<file path="config.mk">
export PLATFORM = sky130hd
export DESIGN_NAME = bankers_resource_grant_check_flat
export DESIGN_NICKNAME = d
export VERILOG_FILES = /design/src/rtl/brgc_pkg.sv /design/src/rtl/brgc_if.sv /design/src/rtl/bankers_resource_grant_check.sv /design/src/rtl/brgc_ctrl.sv /design/src/rtl/brgc_dp.sv /design/src/flat_wrapper.sv
export SDC_FILE = /design/constraint.sdc
export NUM_CORES = 2
export LEC_CHECK = 0
export ABC_CLOCK_PERIOD_IN_PS = 16100
export BUFFER_PORTS_ARGS = -buffer_cell sky130_fd_sc_hd__buf_4
export CAP_MARGIN = 25
export CORE_MARGIN = 3
export CORE_UTILIZATION = 60
export CTS_CLUSTER_DIAMETER = 60
export DETAILED_ROUTE_END_ITERATION = 10
export PLACE_DENSITY = 0.74
export SLEW_MARGIN = 20
export SYNTH_ARGS = -nofsm -noshare
export SYNTH_HDL_FRONTEND = slang
export SYNTH_SLANG_ARGS = --single-unit
export TNS_END_PERCENT = 50
</file>
<file path="constraint.sdc">
create_clock -name clock -period 16.1 [get_ports clock]
set_input_delay 4.83 -clock clock [delete_from_list [all_inputs] [get_ports clock]]
set_output_delay 4.83 -clock clock [all_outputs]
set_load 0.005 [all_outputs]
</file>
<file path="src/rtl/brgc_pkg.sv">
// Shared types and codes for the resource grant check block.
// Used by the channel interfaces, controller, datapath and top level.
package brgc_pkg;

   localparam int NUM_CUSTOMERS_DEF = 8;
   localparam int NUM_RESOURCES_DEF = 4;
   localparam int AMOUNT_WIDTH_DEF = 16;
   localparam int AMOUNT_FIELDS = 4;
   localparam int FIELD_WIDTH = 16;

   typedef logic [1:0] action_type;
   localparam action_type ACT_LOAD_AVAIL = 2'd0;
   localparam action_type ACT_LOAD_MAX = 2'd1;
   localparam action_type ACT_BORROW = 2'd2;
   localparam action_type ACT_REPAY = 2'd3;

   typedef logic [1:0] csr_addr_type;
   localparam csr_addr_type CSR_CUSTOMERS = 2'd0;
   localparam csr_addr_type CSR_RESOURCES = 2'd1;

   localparam logic [3:0] RESET_CUSTOMERS = 4'd8;
   localparam logic [2:0] RESET_RESOURCES = 3'd4;

   typedef enum logic [2:0] {
      STAT_OK,
      STAT_OVER_NEED,
      STAT_OVER_AVAIL,
      STAT_UNSAFE,
      STAT_OVER_ALLOC,
      STAT_BAD_CUSTOMER
   } status_type;

   typedef enum logic [2:0] {
      ST_IDLE,
      ST_ROW_RD,
      ST_ROW_CHK,
      ST_WALK_RD,
      ST_WALK_CHK,
      ST_COMMIT,
      ST_RESULT
   } state_type;

   typedef struct packed {
      logic       take;
      logic       capture;
      logic       load_avail;
      logic       row_read;
      logic       addr_walk;
      logic       write_max;
      logic       commit_repay;
      logic       commit_borrow;
      logic       walk_init;
      logic       walk_step;
      logic       rsp_load;
      status_type rsp_status;
   } cmd_type;

   typedef struct packed {
      logic       req_valid;
      action_type action;
      logic       bad_customer;
      logic       over_need;
      logic       over_avail;
      logic       over_alloc;
      logic       row_fits;
      logic       rsp_free;
   } stat_type;

endpackage

</file>
<file path="src/rtl/brgc_if.sv">
// Channel interfaces: request, response and register write.
// Depends on brgc_pkg.
interface brgc_req_if;
   import brgc_pkg::*;
   logic                   valid;
   logic                   ready;
   action_type             action;
   logic [2:0]             customer;
   logic [FIELD_WIDTH-1:0] amount_0;
   logic [FIELD_WIDTH-1:0] amount_1;
   logic [FIELD_WIDTH-1:0] amount_2;
   logic [FIELD_WIDTH-1:0] amount_3;
   modport source (output valid, action, customer, amount_0, amount_1, amount_2, amount_3,
                   input ready);
   modport sink (input valid, action, customer, amount_0, amount_1, amount_2, amount_3,
                 output ready);
endinterface

interface brgc_rsp_if;
   import brgc_pkg::*;
   logic       valid;
   logic       ready;
   logic       approved;
   logic [2:0] status;
   modport source (output valid, approved, status, input ready);
   modport sink (input valid, approved, status, output ready);
endinterface

interface brgc_csr_if;
   import brgc_pkg::*;
   logic         valid;
   logic         ready;
   csr_addr_type addr;
   logic [7:0]   data;
   modport source (output valid, addr, data, input ready);
   modport sink (input valid, addr, data, output ready);
endinterface

</file>
<file path="src/rtl/bankers_resource_grant_check.sv">
// Banker's algorithm grant check: top level joining controller and datapath.
// Depends on brgc_pkg, brgc_if, brgc_ctrl and brgc_dp.
//
// req_bus carries one transaction per item: action, customer and four amounts.
// rsp_bus returns one transaction per item: approved and a status code.
// csr_bus writes active_customers (index 0) and active_resources (index 1);
// it is always ready. The user must write it only while the block is idle;
// the block itself does not enforce this. One item is in work at a time. Loads
// of the available vector and refusals for a bad customer answer without a row
// read; maximum loads, repays, and borrows refused on need or availability
// answer after one row read. A borrow that reaches the safety walk reads the
// active customer rows one at a time through the single read port of the row
// memory and repeats passes until all finish or a pass finishes none.
// A finished result sits in the output register; the next item is taken
// while it waits, and a second result holds until the receiver takes the first.
// Reset clears the available vector and all rows, and sets the registers to
// 8 customers and 4 resource kinds. No clearing pass follows reset.
module bankers_resource_grant_check #(
   parameter int NUM_CUSTOMERS = brgc_pkg::NUM_CUSTOMERS_DEF,
   parameter int NUM_RESOURCES = brgc_pkg::NUM_RESOURCES_DEF,
   parameter int AMOUNT_WIDTH = brgc_pkg::AMOUNT_WIDTH_DEF
) (
   input  logic       clock,
   input  logic       reset,
   brgc_req_if.sink   req_bus,
   brgc_rsp_if.source rsp_bus,
   brgc_csr_if.sink   csr_bus
);
   import brgc_pkg::*;

   localparam int CIW = $clog2(NUM_CUSTOMERS > 1 ? NUM_CUSTOMERS : 2);
   localparam int CNTW = $clog2(NUM_CUSTOMERS + 1);

   cmd_type         cmd;
   stat_type        stat;
   logic [CIW-1:0]  walk_idx;
   logic [CNTW-1:0] used_customers;

   brgc_ctrl #(
      .NUM_CUSTOMERS(NUM_CUSTOMERS)
   ) u_ctrl (
      .clock(clock),
      .reset(reset),
      .stat(stat),
      .used_customers(used_customers),
      .cmd(cmd),
      .walk_idx(walk_idx)
   );

   brgc_dp #(
      .NUM_CUSTOMERS(NUM_CUSTOMERS),
      .NUM_RESOURCES(NUM_RESOURCES),
      .AMOUNT_WIDTH(AMOUNT_WIDTH)
   ) u_dp (
      .clock(clock),
      .reset(reset),
      .req_bus(req_bus),
      .rsp_bus(rsp_bus),
      .csr_bus(csr_bus),
      .cmd(cmd),
      .walk_idx(walk_idx),
      .stat(stat),
      .used_customers(used_customers)
   );

endmodule

</file>
<file path="src/rtl/brgc_ctrl.sv">
// Sequencer for the grant check: item flow, safety walk passes, result hand-off.
// Depends on brgc_pkg; drives the datapath through cmd_type.
module brgc_ctrl #(
   parameter int NUM_CUSTOMERS = brgc_pkg::NUM_CUSTOMERS_DEF
) (
   input  logic                               clock,
   input  logic                               reset,
   input  brgc_pkg::stat_type                 stat,
   input  logic [$clog2(NUM_CUSTOMERS+1)-1:0] used_customers,
   output brgc_pkg::cmd_type                  cmd,
   output logic [$clog2(NUM_CUSTOMERS > 1 ? NUM_CUSTOMERS : 2)-1:0] walk_idx
);
   import brgc_pkg::*;

   localparam int CIW = $clog2(NUM_CUSTOMERS > 1 ? NUM_CUSTOMERS : 2);
   localparam int CNTW = $clog2(NUM_CUSTOMERS + 1);

   state_type              state_ff, state_in;
   logic [CIW-1:0]         idx_ff, idx_in;
   logic [NUM_CUSTOMERS-1:0] done_ff, done_in;
   logic                   prog_ff, prog_in;
   logic [CNTW-1:0]        fin_ff, fin_in;
   status_type             code_ff, code_in;
   logic                   adv;
   logic                   last;

   always_ff @(posedge clock) begin
      if (reset) begin
         state_ff <= ST_IDLE;
         idx_ff <= '0;
         done_ff <= '0;
         prog_ff <= 1'b0;
         fin_ff <= '0;
         code_ff <= STAT_OK;
      end else begin
         state_ff <= state_in;
         idx_ff <= idx_in;
         done_ff <= done_in;
         prog_ff <= prog_in;
         fin_ff <= fin_in;
         code_ff <= code_in;
      end
   end

   assign walk_idx = idx_ff;
   assign last = (CNTW'(idx_ff) == CNTW'(used_customers - 1'b1));

   always_comb begin
      cmd = '0;
      cmd.rsp_status = code_ff;
      state_in = state_ff;
      idx_in = idx_ff;
      done_in = done_ff;
      prog_in = prog_ff;
      fin_in = fin_ff;
      code_in = code_ff;
      adv = 1'b0;
      case (state_ff)
         ST_IDLE: begin
            cmd.take = 1'b1;
            if (stat.req_valid) begin
               cmd.capture = 1'b1;
               state_in = ST_ROW_RD;
            end
         end
         ST_ROW_RD: begin
            if (stat.action == ACT_LOAD_AVAIL) begin
               cmd.load_avail = 1'b1;
               code_in = STAT_OK;
               state_in = ST_RESULT;
            end else if (stat.bad_customer) begin
               code_in = STAT_BAD_CUSTOMER;
               state_in = ST_RESULT;
            end else begin
               cmd.row_read = 1'b1;
               state_in = ST_ROW_CHK;
            end
         end
         ST_ROW_CHK: begin
            state_in = ST_RESULT;
            code_in = STAT_OK;
            case (stat.action)
               ACT_LOAD_MAX: begin
                  cmd.write_max = 1'b1;
               end
               ACT_BORROW: begin
                  if (stat.over_need) begin
                     code_in = STAT_OVER_NEED;
                  end else if (stat.over_avail) begin
                     code_in = STAT_OVER_AVAIL;
                  end else begin
                     cmd.walk_init = 1'b1;
                     idx_in = '0;
                     done_in = '0;
                     prog_in = 1'b0;
                     fin_in = '0;
                     state_in = ST_WALK_RD;
                  end
               end
               ACT_REPAY: begin
                  if (stat.over_alloc) begin
                     code_in = STAT_OVER_ALLOC;
                  end else begin
                     cmd.commit_repay = 1'b1;
                  end
               end
               default: begin
               end
            endcase
         end
         ST_WALK_RD: begin
            if (done_ff[idx_ff]) begin
               adv = 1'b1;
            end else begin
               cmd.row_read = 1'b1;
               cmd.addr_walk = 1'b1;
               state_in = ST_WALK_CHK;
            end
         end
         ST_WALK_CHK: begin
            cmd.walk_step = 1'b1;
            if (stat.row_fits) begin
               done_in[idx_ff] = 1'b1;
               fin_in = fin_ff + 1'b1;
               prog_in = 1'b1;
            end
            adv = 1'b1;
         end
         ST_COMMIT: begin
            cmd.commit_borrow = 1'b1;
            code_in = STAT_OK;
            state_in = ST_RESULT;
         end
         ST_RESULT: begin
            if (stat.rsp_free) begin
               cmd.rsp_load = 1'b1;
               state_in = ST_IDLE;
            end
         end
         default: begin
            state_in = ST_IDLE;
         end
      endcase

      // advance the walk: next row, or close the pass
      if (adv) begin
         if (last) begin
            if (fin_in == used_customers) begin
               state_in = ST_COMMIT;
            end else if (!prog_in) begin
               code_in = STAT_UNSAFE;
               state_in = ST_RESULT;
            end else begin
               idx_in = '0;
               prog_in = 1'b0;
               state_in = ST_WALK_RD;
            end
         end else begin
            idx_in = idx_ff + 1'b1;
            state_in = ST_WALK_RD;
         end
      end
   end

endmodule

</file>
<file path="src/rtl/brgc_dp.sv">
// Datapath: register file, available vector, row memory, walk accumulators, output register.
// Depends on brgc_pkg and the channel interfaces in brgc_if.
module brgc_dp #(
   parameter int NUM_CUSTOMERS = brgc_pkg::NUM_CUSTOMERS_DEF,
   parameter int NUM_RESOURCES = brgc_pkg::NUM_RESOURCES_DEF,
   parameter int AMOUNT_WIDTH = brgc_pkg::AMOUNT_WIDTH_DEF
) (
   input  logic                               clock,
   input  logic                               reset,
   brgc_req_if.sink                           req_bus,
   brgc_rsp_if.source                         rsp_bus,
   brgc_csr_if.sink                           csr_bus,
   input  brgc_pkg::cmd_type                  cmd,
   input  logic [$clog2(NUM_CUSTOMERS > 1 ? NUM_CUSTOMERS : 2)-1:0] walk_idx,
   output brgc_pkg::stat_type                 stat,
   output logic [$clog2(NUM_CUSTOMERS+1)-1:0] used_customers
);
   import brgc_pkg::*;

   localparam int NC = NUM_CUSTOMERS;
   localparam int NR = NUM_RESOURCES;
   localparam int AW = AMOUNT_WIDTH;
   localparam int CIW = $clog2(NC > 1 ? NC : 2);
   localparam int CNTW = $clog2(NC + 1);
   localparam int RNTW = $clog2(NR + 1);
   localparam int WW = AW + $clog2(NC + 2);

   typedef logic [NR-1:0][AW-1:0] row_type;
   typedef logic [NR-1:0][WW-1:0] work_type;

   logic [3:0]      csr_cust_ff;
   logic [2:0]      csr_res_ff;
   logic [CNTW-1:0] nc;
   logic [RNTW-1:0] nr;
   logic [NR-1:0]   lane_on;

   logic [AMOUNT_FIELDS-1:0][FIELD_WIDTH-1:0] in_fields;
   row_type         amt_in;
   action_type      act_ff;
   logic [2:0]      item_cust_ff;
   row_type         amt_ff;
   logic [CIW-1:0]  c_idx;

   row_type         mem_max [NC];
   row_type         mem_alloc [NC];
   logic [NC-1:0]   row_valid_ff;
   logic [CIW-1:0]  rd_addr;
   row_type         rd_max_ff, rd_alloc_ff;
   logic            rd_hit_ff;
   logic            wr_en;
   row_type         wr_max, wr_alloc;

   row_type         avail_ff, avail_in;
   work_type        work_ff, work_in;
   row_type         save_max_ff, save_alloc_ff;
   row_type         held, need;
   logic [AW:0]     sum;

   logic            fits, over_need, over_avail, over_alloc;
   logic            rsp_valid_ff;
   logic            approved_ff;
   status_type      status_ff;

   // register file
   assign csr_bus.ready = 1'b1;
   always_ff @(posedge clock) begin
      if (reset) begin
         csr_cust_ff <= RESET_CUSTOMERS;
         csr_res_ff <= RESET_RESOURCES;
      end else if (csr_bus.valid) begin
         case (csr_bus.addr)
            CSR_CUSTOMERS: csr_cust_ff <= csr_bus.data[3:0];
            CSR_RESOURCES: csr_res_ff <= csr_bus.data[2:0];
            default: begin
            end
         endcase
      end
   end

   always_comb begin
      if (csr_cust_ff == '0) begin
         nc = CNTW'(1);
      end else if (32'(csr_cust_ff) > NC) begin
         nc = CNTW'(NC);
      end else begin
         nc = CNTW'(csr_cust_ff);
      end
      if (csr_res_ff == '0) begin
         nr = RNTW'(1);
      end else if (32'(csr_res_ff) > NR) begin
         nr = RNTW'(NR);
      end else begin
         nr = RNTW'(csr_res_ff);
      end
   end
   assign used_customers = nc;

   // request capture
   assign req_bus.ready = cmd.take;
   assign in_fields = {req_bus.amount_3, req_bus.amount_2, req_bus.amount_1, req_bus.amount_0};

   for (genvar g = 0; g < NR; g++) begin : g_lane
      assign lane_on[g] = (32'(nr) > g);
      if (g < AMOUNT_FIELDS) begin : g_fld
         assign amt_in[g] = AW'(in_fields[g]);
      end else begin : g_zero
         assign amt_in[g] = '0;
      end
   end

   always_ff @(posedge clock) begin
      if (cmd.capture) begin
         act_ff <= req_bus.action;
         item_cust_ff <= req_bus.customer;
         amt_ff <= amt_in;
      end
   end
   assign c_idx = CIW'(item_cust_ff);

   // row memory: maximum and allocation rows share one address
   assign rd_addr = cmd.addr_walk ? walk_idx : c_idx;

   always_ff @(posedge clock) begin
      if (cmd.row_read) begin
         rd_max_ff <= row_valid_ff[rd_addr] ? mem_max[rd_addr] : '0;
         rd_alloc_ff <= row_valid_ff[rd_addr] ? mem_alloc[rd_addr] : '0;
         rd_hit_ff <= (rd_addr == c_idx);
      end
      if (wr_en) begin
         mem_max[c_idx] <= wr_max;
         mem_alloc[c_idx] <= wr_alloc;
      end
   end

   always_ff @(posedge clock) begin
      if (reset) begin
         row_valid_ff <= '0;
      end else if (wr_en) begin
         row_valid_ff[c_idx] <= 1'b1;
      end
   end

   always_comb begin
      wr_en = cmd.write_max | cmd.commit_repay | cmd.commit_borrow;
      wr_max = rd_max_ff;
      wr_alloc = rd_alloc_ff;
      avail_in = avail_ff;
      for (int r = 0; r < NR; r++) begin
         sum = {1'b0, avail_ff[r]} + {1'b0, amt_ff[r]};
         if (cmd.write_max) begin
            wr_alloc[r] = '0;
            if (lane_on[r]) wr_max[r] = amt_ff[r];
         end
         if (cmd.commit_borrow) begin
            wr_max[r] = save_max_ff[r];
            wr_alloc[r] = lane_on[r] ? save_alloc_ff[r] + amt_ff[r] : save_alloc_ff[r];
         end
         if (lane_on[r]) begin
            if (cmd.commit_repay) begin
               wr_alloc[r] = rd_alloc_ff[r] - amt_ff[r];
               avail_in[r] = sum[AW] ? {AW{1'b1}} : sum[AW-1:0];
            end
            if (cmd.load_avail) avail_in[r] = amt_ff[r];
            if (cmd.commit_borrow) avail_in[r] = avail_ff[r] - amt_ff[r];
         end
      end
   end

   always_ff @(posedge clock) begin
      if (reset) begin
         avail_ff <= '0;
      end else begin
         avail_ff <= avail_in;
      end
   end

   // admission checks and safety walk
   always_comb begin
      over_need = 1'b0;
      over_avail = 1'b0;
      over_alloc = 1'b0;
      fits = 1'b1;
      work_in = work_ff;
      for (int r = 0; r < NR; r++) begin
         held[r] = rd_alloc_ff[r] + (rd_hit_ff ? amt_ff[r] : '0);
         need[r] = rd_max_ff[r] - held[r];
         if (lane_on[r]) begin
            if (amt_ff[r] > rd_max_ff[r] - rd_alloc_ff[r]) over_need = 1'b1;
            if (amt_ff[r] > avail_ff[r]) over_avail = 1'b1;
            if (amt_ff[r] > rd_alloc_ff[r]) over_alloc = 1'b1;
            if (WW'(need[r]) > work_ff[r]) fits = 1'b0;
         end
      end
      for (int r = 0; r < NR; r++) begin
         if (cmd.walk_init) begin
            work_in[r] = WW'(avail_ff[r]) - WW'(amt_ff[r]);
         end else if (cmd.walk_step && fits) begin
            work_in[r] = work_ff[r] + WW'(held[r]);
         end
      end
   end

   always_ff @(posedge clock) begin
      work_ff <= work_in;
      if (cmd.walk_init) begin
         save_max_ff <= rd_max_ff;
         save_alloc_ff <= rd_alloc_ff;
      end
   end

   // output register
   always_ff @(posedge clock) begin
      if (reset) begin
         rsp_valid_ff <= 1'b0;
      end else if (cmd.rsp_load) begin
         rsp_valid_ff <= 1'b1;
      end else if (rsp_bus.ready) begin
         rsp_valid_ff <= 1'b0;
      end
      if (cmd.rsp_load) begin
         approved_ff <= (cmd.rsp_status == STAT_OK);
         status_ff <= cmd.rsp_status;
      end
   end

   assign rsp_bus.valid = rsp_valid_ff;
   assign rsp_bus.approved = approved_ff;
   assign rsp_bus.status = status_ff;

   always_comb begin
      stat.req_valid = req_bus.valid;
      stat.action = act_ff;
      stat.bad_customer = (32'(item_cust_ff) >= 32'(nc));
      stat.over_need = over_need;
      stat.over_avail = over_avail;
      stat.over_alloc = over_alloc;
      stat.row_fits = fits;
      stat.rsp_free = !rsp_valid_ff || rsp_bus.ready;
   end

endmodule

</file>
<file path="src/flat_wrapper.sv">
// flat-port wrapper written by rule: the top's interface ports become plain ports
module bankers_resource_grant_check_flat import brgc_pkg::*;
#(
   parameter int NUM_CUSTOMERS = brgc_pkg::NUM_CUSTOMERS_DEF,
   parameter int NUM_RESOURCES = brgc_pkg::NUM_RESOURCES_DEF,
   parameter int AMOUNT_WIDTH = brgc_pkg::AMOUNT_WIDTH_DEF
)
  (clock, reset, req_bus_valid, req_bus_action, req_bus_customer, req_bus_amount_0, req_bus_amount_1, req_bus_amount_2, req_bus_amount_3, req_bus_ready, rsp_bus_valid, rsp_bus_approved, rsp_bus_status, rsp_bus_ready, csr_bus_valid, csr_bus_addr, csr_bus_data, csr_bus_ready);
  brgc_req_if req_bus_i ();
  brgc_rsp_if rsp_bus_i ();
  brgc_csr_if csr_bus_i ();
  input  logic clock;
  input  logic reset;
  input wire logic [$bits(req_bus_i.valid)-1:0] req_bus_valid;
  input wire logic [$bits(req_bus_i.action)-1:0] req_bus_action;
  input wire logic [$bits(req_bus_i.customer)-1:0] req_bus_customer;
  input wire logic [$bits(req_bus_i.amount_0)-1:0] req_bus_amount_0;
  input wire logic [$bits(req_bus_i.amount_1)-1:0] req_bus_amount_1;
  input wire logic [$bits(req_bus_i.amount_2)-1:0] req_bus_amount_2;
  input wire logic [$bits(req_bus_i.amount_3)-1:0] req_bus_amount_3;
  output wire logic [$bits(req_bus_i.ready)-1:0] req_bus_ready;
  output wire logic [$bits(rsp_bus_i.valid)-1:0] rsp_bus_valid;
  output wire logic [$bits(rsp_bus_i.approved)-1:0] rsp_bus_approved;
  output wire logic [$bits(rsp_bus_i.status)-1:0] rsp_bus_status;
  input wire logic [$bits(rsp_bus_i.ready)-1:0] rsp_bus_ready;
  input wire logic [$bits(csr_bus_i.valid)-1:0] csr_bus_valid;
  input wire logic [$bits(csr_bus_i.addr)-1:0] csr_bus_addr;
  input wire logic [$bits(csr_bus_i.data)-1:0] csr_bus_data;
  output wire logic [$bits(csr_bus_i.ready)-1:0] csr_bus_ready;
  assign req_bus_i.valid = req_bus_valid;
  assign req_bus_i.action = req_bus_action;
  assign req_bus_i.customer = req_bus_customer;
  assign req_bus_i.amount_0 = req_bus_amount_0;
  assign req_bus_i.amount_1 = req_bus_amount_1;
  assign req_bus_i.amount_2 = req_bus_amount_2;
  assign req_bus_i.amount_3 = req_bus_amount_3;
  assign req_bus_ready = req_bus_i.ready;
  assign rsp_bus_valid = rsp_bus_i.valid;
  assign rsp_bus_approved = rsp_bus_i.approved;
  assign rsp_bus_status = rsp_bus_i.status;
  assign rsp_bus_i.ready = rsp_bus_ready;
  assign csr_bus_i.valid = csr_bus_valid;
  assign csr_bus_i.addr = csr_bus_addr;
  assign csr_bus_i.data = csr_bus_data;
  assign csr_bus_ready = csr_bus_i.ready;
  bankers_resource_grant_check #(.NUM_CUSTOMERS(NUM_CUSTOMERS), .NUM_RESOURCES(NUM_RESOURCES), .AMOUNT_WIDTH(AMOUNT_WIDTH)) u_core (.clock(clock), .reset(reset), .req_bus(req_bus_i), .rsp_bus(rsp_bus_i), .csr_bus(csr_bus_i));
endmodule
</file>
Word level (Yosys, flattened, before mapping)
Memory sizes are Yosys's and may differ from the RTL's. A register that Yosys moved wholly into a read port is not among the register bits.
Cells that the tools add are included.
{ "word_totals": {"wordCells": 336, "register_bits": 384, "input_bits": 84, "romBits": 0, "output_inout_bits": 7, "mem_count": 2, "latchBits": 0, "ramBits": 1024} }
{ "classes": {"order_cmp": 28, "n_reduce_logical": 25, "n_mux": 182, "div": 0, "n_bitwise": 4, "multipliers": 0, "shift": 0, "addsub": 39, "eq_ne": 21} }
{ "mem_list": {"columns": ["name", "words", "width", "rd", "rd_ports_with_merged_regs", "write_ports", "line", "rtl"], "rows": [
  ["u_core.u_dp.mem_alloc", 8, 64, 1, 1, 1, "brgc_dp.sv:45", "row_type mem_alloc [NC];"],
  ["u_core.u_dp.mem_max", 8, 64, 1, 1, 1, "brgc_dp.sv:44", "row_type mem_max [NC];"]
]} }
{ "op_table": {"columns": ["cell", "n"], "rows": [
  ["two-way mux 16 bit", 52],
  ["subtractor 16 bit", 16],
  ["> comparator 16 bit", 12],
  ["two-way mux 20 bit", 8],
  ["adder 16 bit", 8],
  ["two-way mux 3 bit", 30],
  ["adder 20 x 16 -> 20 bit", 4],
  ["> comparator 16 x 20 -> 1 bit", 4],
  ["adder 16 x 16 -> 17 bit", 4],
  ["subtractor 16 x 16 -> 17 bit", 4],
  ["two-way mux 1 bit", 65],
  ["two-way mux 8 bit", 4],
  ["two-way mux 4 bit", 6],
  ["case mux 3 bit (7 select lines)", 1],
  ["bitwise OR 8 bit", 2],
  ["case mux 8 bit (2 select lines)", 1],
  ["less-than comparator 3 x 4 -> 1 bit (second input constant)", 3],
  ["AND reduction 2 bit", 6],
  ["two-way mux 2 bit", 5],
  ["equality test 3 bit (second input constant)", 3],
  ["logical NOT 3 bit", 3],
  ["case mux 3 bit (3 select lines)", 1],
  ["inequality test 2 bit (second input constant)", 4],
  ["case mux 4 bit (2 select lines)", 1],
  ["other kinds (33)", 52]
]} }

Logic depth before layout (Yosys ltp)
{ "logic_depth": {"word_depth": 19, "ltp_mapped": 36, "depth_no_buf": 33} }

Modules after synthesis
From an unflattened synthesis, not the netlist that was laid out.
{ "unflattened": {"cells_unflattened": 7187, "area_unflattened_um2": 86327.8} }
{ "modules_own_cells": {"columns": ["module", "seq_area_each_um2", "area_per_inst_um2", "cells_each", "n_inst"], "rows": [
  ["brgc_dp", 44662.8, 84731.3, 6990, 1],
  ["brgc_ctrl", 440.4, 1596.5, 197, 1]
]} }

Worst setup path after synthesis
No wires, ideal clock.
{ "synth_path": {"path_kind": "flip-flop to flip-flop", "from": "register u_core.u_dp.amt_ff[16] in the netlist's numbering", "to": "memory u_core.u_dp.mem_alloc[0][0] in the netlist's numbering (enable)", "path_slack_ns": 3.892, "setup_ns": 0.775, "arrival_ns": 11.433, "t_required_ns": 15.325, "synth_period_minus_slack_ns": 12.208, "path_stages_with_launch": 12, "path_cell_list": "edfxtp_1 ha_1 fa_1 nor2b_1 o211ai_1 a31oi_2 a41oi_1 a21oi_2 o2111ai_1 nor3_2 o21ai_0 nor3_1"} }
{ "synth_via": {"elab_chain_cells": 14} }
{ "synth_rtl": {"columns": ["element", "line", "rtl"], "rows": [
  ["start, declared", "brgc_dp.sv:41", "row_type amt_ff;"],
  ["start signal, assigned", "brgc_dp.sv:115", "amt_ff <= amt_in;"],
  ["> comparator 16 bit (*)", "brgc_dp.sv:190", "if (amt_ff[r] > rd_alloc_ff[r]) over_alloc = 1'b1;"],
  ["two-way mux 1 bit (*)", "brgc_dp.sv:190", null],
  ["two-way mux 1 bit (*)", "brgc_dp.sv:187", "if (lane_on[r]) begin"],
  ["two-way mux 1 bit", "brgc_dp.sv:190", null],
  ["two-way mux 1 bit (*)", "brgc_dp.sv:187", null],
  ["two-way mux 1 bit", "brgc_dp.sv:190", null],
  ["two-way mux 1 bit (*)", "brgc_dp.sv:187", null],
  ["two-way mux 1 bit (*)", "brgc_ctrl.sv:101", "if (stat.over_alloc) begin"],
  ["two-way mux 1 bit (*)", "brgc_ctrl.sv:82", "case (stat.action)"],
  ["two-way mux 2 bit (*)", "brgc_ctrl.sv:58", "case (state_ff)"],
  ["bitwise OR 1 bit (*) (2 in series)", "brgc_dp.sv:144", "wr_en = cmd.write_max | cmd.commit_repay | cmd.commit_borrow;"],
  ["two-way mux 1 bit (*)", "brgc_dp.sv:129", "if (wr_en) begin"],
  ["two-way mux 1 bit (not written as such) (*)", "brgc_dp.sv:131", "mem_alloc[c_idx] <= wr_alloc;"],
  ["end, declared", "brgc_dp.sv:45", null]
]} }
Mark *: on every way between the ends. The rest lies on a longest branch, timed or not.

Worst setup path in the final report
{ "layout_path": {"from": "register u_core.u_dp.rd_hit_ff", "to": "register u_core.u_ctrl.done_ff[7]"} }
{ "layout_via": {"elab_chain_cells": 14, "word_cells_on_any_way": 26, "cone_classes": "8 x add/sub; 4 x order compare; 1 x eq/ne; 12 x mux; 1 x reduce/logical"} }
{ "layout_rtl": {"columns": ["element", "line", "rtl"], "rows": [
  ["start, declared", "brgc_dp.sv:49", "logic rd_hit_ff;"],
  ["start signal, assigned", "brgc_dp.sv:127", "rd_hit_ff <= (rd_addr == c_idx);"],
  ["two-way mux 16 bit", "brgc_dp.sv:185", "held[r] = rd_alloc_ff[r] + (rd_hit_ff ? amt_ff[r] : '0);"],
  ["adder 16 bit", "brgc_dp.sv:185", null],
  ["subtractor 16 bit", "brgc_dp.sv:186", "need[r] = rd_max_ff[r] - held[r];"],
  ["> comparator 16 x 20 -> 1 bit", "brgc_dp.sv:191", "if (WW'(need[r]) > work_ff[r]) fits = 1'b0;"],
  ["two-way mux 1 bit", "brgc_dp.sv:191", null],
  ["two-way mux 1 bit", "brgc_dp.sv:187", null],
  ["two-way mux 1 bit", "brgc_dp.sv:191", null],
  ["two-way mux 1 bit", "brgc_dp.sv:187", null],
  ["two-way mux 1 bit", "brgc_dp.sv:191", null],
  ["two-way mux 1 bit", "brgc_dp.sv:187", null],
  ["two-way mux 1 bit", "brgc_dp.sv:191", null],
  ["two-way mux 1 bit (*)", "brgc_dp.sv:187", null],
  ["inequality test 2 bit (no line) (*)", null, null],
  ["AND reduction 5 bit (no line) (*)", null, null],
  ["end signal, assigned", "brgc_ctrl.sv:38", "done_ff <= done_in;"],
  ["end, declared", "brgc_ctrl.sv:20", "logic [NUM_CUSTOMERS-1:0] done_ff, done_in;"]
]} }
Marked as above.
A chain may end at the register's enable or synchronous reset.

==> run summary <==
The synthesized design contains 1434 enable-type register cells. The longest clock path from root to sink contains 3 buffers. The count of state elements after synthesis was 1536.

The leading area contributor after synthesis is edfxtp_1. The number of nets handed over by synthesis was 8013. In this run the cell area of the synthesized design comes to 86500 um^2.

The H-tree was split into 4 levels. For the number of clock buffers inserted by TritonCTS, the log shows 170. The library cell used most frequently in the layout, excluding fill and tap cells, is edfxtp_1.

The fraction of synthesized cell area taken by the top area cell type was 49.8%. In the final design database the tool counted 8072 nets. The run gives 138 as the number of cell rows. Cells fill 66.5% of the core in the end.

Detail-routed net length per standard cell: 24.4 um. For the number of pins exceeding their max-slew limit in the final report, the log shows 0. Among all stages on the critical path, the largest delay is contributed by o31ai_2.

The detailed router placed 60.8k vias in this run. Total grt overflow: 0. Startpoint kind of the worst setup timing path: a register. 91 I/O pins were placed. The library cells used most frequently in the layout, excluding fill and tap cells, are edfxtp_1, nand2_1, ha_1. The tools report the required time of the worst setup path as 16.85 ns. After clock tree synthesis, the setup repair step added 0 buffers. The tree built by TritonCTS fans out to 1536 sinks. The global-route wire length before repair came out at 347000 um. The clock network latency to the later pin of the worst-skew pair was 0.82 ns; the overall routed net length was 228000 um. The HPWL reported at the end of detailed placement is 148000 um.

Clock skew on the completed layout was measured at 0.0340 ns. The number of antenna violations at the first check in global routing is 5, and the number of distinct library cells after synthesis is 99. Entering global routing, the biggest net connects 119 pins. The worst setup path is captured at a register. After detailed routing, the number of vias per cell comes to 6.50.

Data arrival time at the worst-slack endpoint: 10.11 ns. The critical path in this run is classified as reg -> reg. The tools report the clock root buffer as clkbuf_16. The worst path needs 9.36 ns of the cycle, external delays included. The worst-case IR drop observed on VDD is 0.117 mV. The setup TNS after final layout is 0 ns. The cell count after synthesis came out at 7267. The die height was 386 um. By area the synthesized netlist is led by edfxtp_1, ha_1, mux4_2. The commonest register cell after synthesis is edfxtp_1. The path class of the tightest hold or removal check is reg -> reg. The remaining max-slew budget at the tightest pin was 29.0%; the critical path's largest stage delay was 0.81 ns.

Summed over all cells, the static leakage comes to 35.3 nW. The region available for standard cell placement spans 142000 um^2. The number of gates resized after CTS was 0.

Along the worst path, the maximum fanout reaches 45. Clock-pin slew was measured on the worst setup and hold paths at 0.06 ns. Dividing total power by cell area gives a power density of 195 nW/um^2. For this run, design rule violations remaining after detail routing come to 0. The floorplan step defined a die boundary enclosing 149000 um^2.

The number of violations reported at the end of detailed-routing iteration 0 is 6601, and the mean area per synthesized cell is 11.9 um^2. The starting utilization of the core area is 60.8%, and the count of synthesis-stage warnings from yosys is 0. The run finished with clean final reports. The number of nets still failing antenna checks after routing is 0, and the slew at the pin closest to its max-slew limit is 1.05 ns.

Number of global-route vias before repair: 59.8k. The fraction of the cycle the final worst path needs was 58.2%. TritonCTS built the clock tree. Derived from the worst setup path, the maximum achievable clock frequency is 0.107 GHz. The area growth from synthesis to layout is 9.39%. The count of endpoints failing hold in the final timing report is 0, and the number of hold buffers added after CTS is 0.

In the global route stage, overall resource usage came out at 30.6%. After synthesis, flip-flops and latches occupy 52.1% of the total area. Across the run, the number of max-cap violations was 0. In this run the tool buffered the top-level ports with 85 buffer cells. The post-route netlist has 10.4% of its cells at a drive strength greater than 1. For this run, the detailed router's first-pass iteration total came to 6. Share of synthesized flip-flops with an asynchronous set or reset: 0%.

The die boundary width was 386 um. The global placer's final weighted congestion came out at 0.928. Setup repair after global routing left no endpoint under its margin. The count of final setup violators came out at 0.
## power by group
group          switching [mW]  leakage, nW  internal [mW]  total (mW)
logic                    5.21         18.9           3.75        8.96
clock network            1.65         2.61           2.10        3.75
registers               0.478         13.8           5.25        5.73
## logic make-up (layout without fill, tap and decap cells)
| group | Yosys count | count (layout) | synth area share [%] |
|---|---|---|---|
| simple gates | 1880 | 1880 | 10.2 |
| compound gates | 1713 | 1713 | 12.7 |
| flops | 1536 | 1536 | 52.1 |
| buf+inv | 731 | 921 | 3.30 |
| fa+ha+maj | 662 | 662 | 9.85 |
| xor+xnor | 393 | 393 | 3.98 |
| mux | 351 | 351 | 7.82 |
| other cells | 1 | 2 | 0.00434 |
## metrics by stage
stage / instances / cell area [um^2] / setup slack [ns] / hold WS (ns) / power, mW
4_1_cts: 9340 / 94600 / 6.33 / 0.467 / 18.4
2_1_floorplan: 7267 / 86500 / 3.89 / 0.430 / 12.5
6_report: 9348 / 94600 / 6.74 / 0.470 / 18.4
3_3_place_gp: 9037 / 89200 / 6.49 / 0.441 / 14.3
3_5_place_dp: 9037 / 89200 / 6.33 / 0.448 / 14.6
5_1_grt: 9347 / 94600 / 6.06 / 0.484 / 19.7
## layer usage
layer  track usage (%)  share of wire [%]
met4              10.4                3.3
met2              49.0                 47
met5                 0             0.0057
met3              6.48                9.2
met1              41.8                 41
## worst max-delay path: cells and delay by family (launching register included)
family / cells / cell delay (ns)
AND/OR/NAND/NOR: 6 / 1.44
flip-flops: 1 / 0.35
adder cells (fa/ha/maj): 4 / 1.36
buffers and inverters: 4 / 1.75
AO/OA/AOI/OAI: 16 / 4.07
XOR/XNOR: 1 / 0.22
## area by class of cell
type                       count  area, um^2
fill                       10400       47700
sequential                  1536       45100
multi-input combinational   5000       38700
clock buffer                 204        4420
tap                         1890        2360
inverter                     448        1690
timing repair buffer         170        1380
clock inverter                99         923
antenna                        1        2.50
## final timing paths
path	from	endpoint	slack, ns	cells after the start
worst max-delay path	u_core.u_dp.rd_hit_ff	u_core.u_ctrl.done_ff[7]	6.74	31
worst min-delay path	u_core.u_dp.row_valid_ff[0]	u_core.u_dp.row_valid_ff[0]	0.47	1
worst max register to register	u_core.u_dp.rd_hit_ff	u_core.u_ctrl.done_ff[7]	6.74	31
worst min register to register	u_core.u_dp.row_valid_ff[0]	u_core.u_dp.row_valid_ff[0]	0.47	1
## cells in the mapped netlist, types with 78 or more instances
library cell	n
a21o_1	111
o21ai_0	290
nor2_1	403
mux2i_1	86
dfxtp_1	102
a211oi_1	78
a21oi_1	605
and2_1	88
xor2_1	132
clkbuf_1	196
nand3_1	137
nor3_1	168
inv_1	446
ha_1	630
xnor2_1	261
edfxtp_1	1434
mux4_2	259
nand2_1	688
## sequential cells by signal, indices dropped and copies added, names as in the netlist, 2 cells and up
register / count
u_core.u_dp.mem_alloc: 512
u_core.u_dp.mem_max: 512
u_core.u_dp.work_ff: 80
u_core.u_dp.amt_ff: 64
u_core.u_dp.avail_ff: 64
u_core.u_dp.rd_alloc_ff: 64
u_core.u_dp.rd_max_ff: 64
u_core.u_dp.save_alloc_ff: 64
u_core.u_dp.save_max_ff: 64
u_core.u_ctrl.done_ff: 8
u_core.u_dp.row_valid_ff: 8
u_core.u_ctrl.fin_ff: 4
u_core.u_dp.csr_cust_ff: 4
u_core.u_ctrl.code_ff: 3
u_core.u_ctrl.state_ff: 3
u_core.u_ctrl.walk_idx: 3
u_core.u_dp.c_idx: 3
u_core.u_dp.csr_res_ff: 3
u_core.u_dp.rsp_bus.status: 3
u_core.u_dp.act_ff: 2
(Power assumes the default switching activity.)
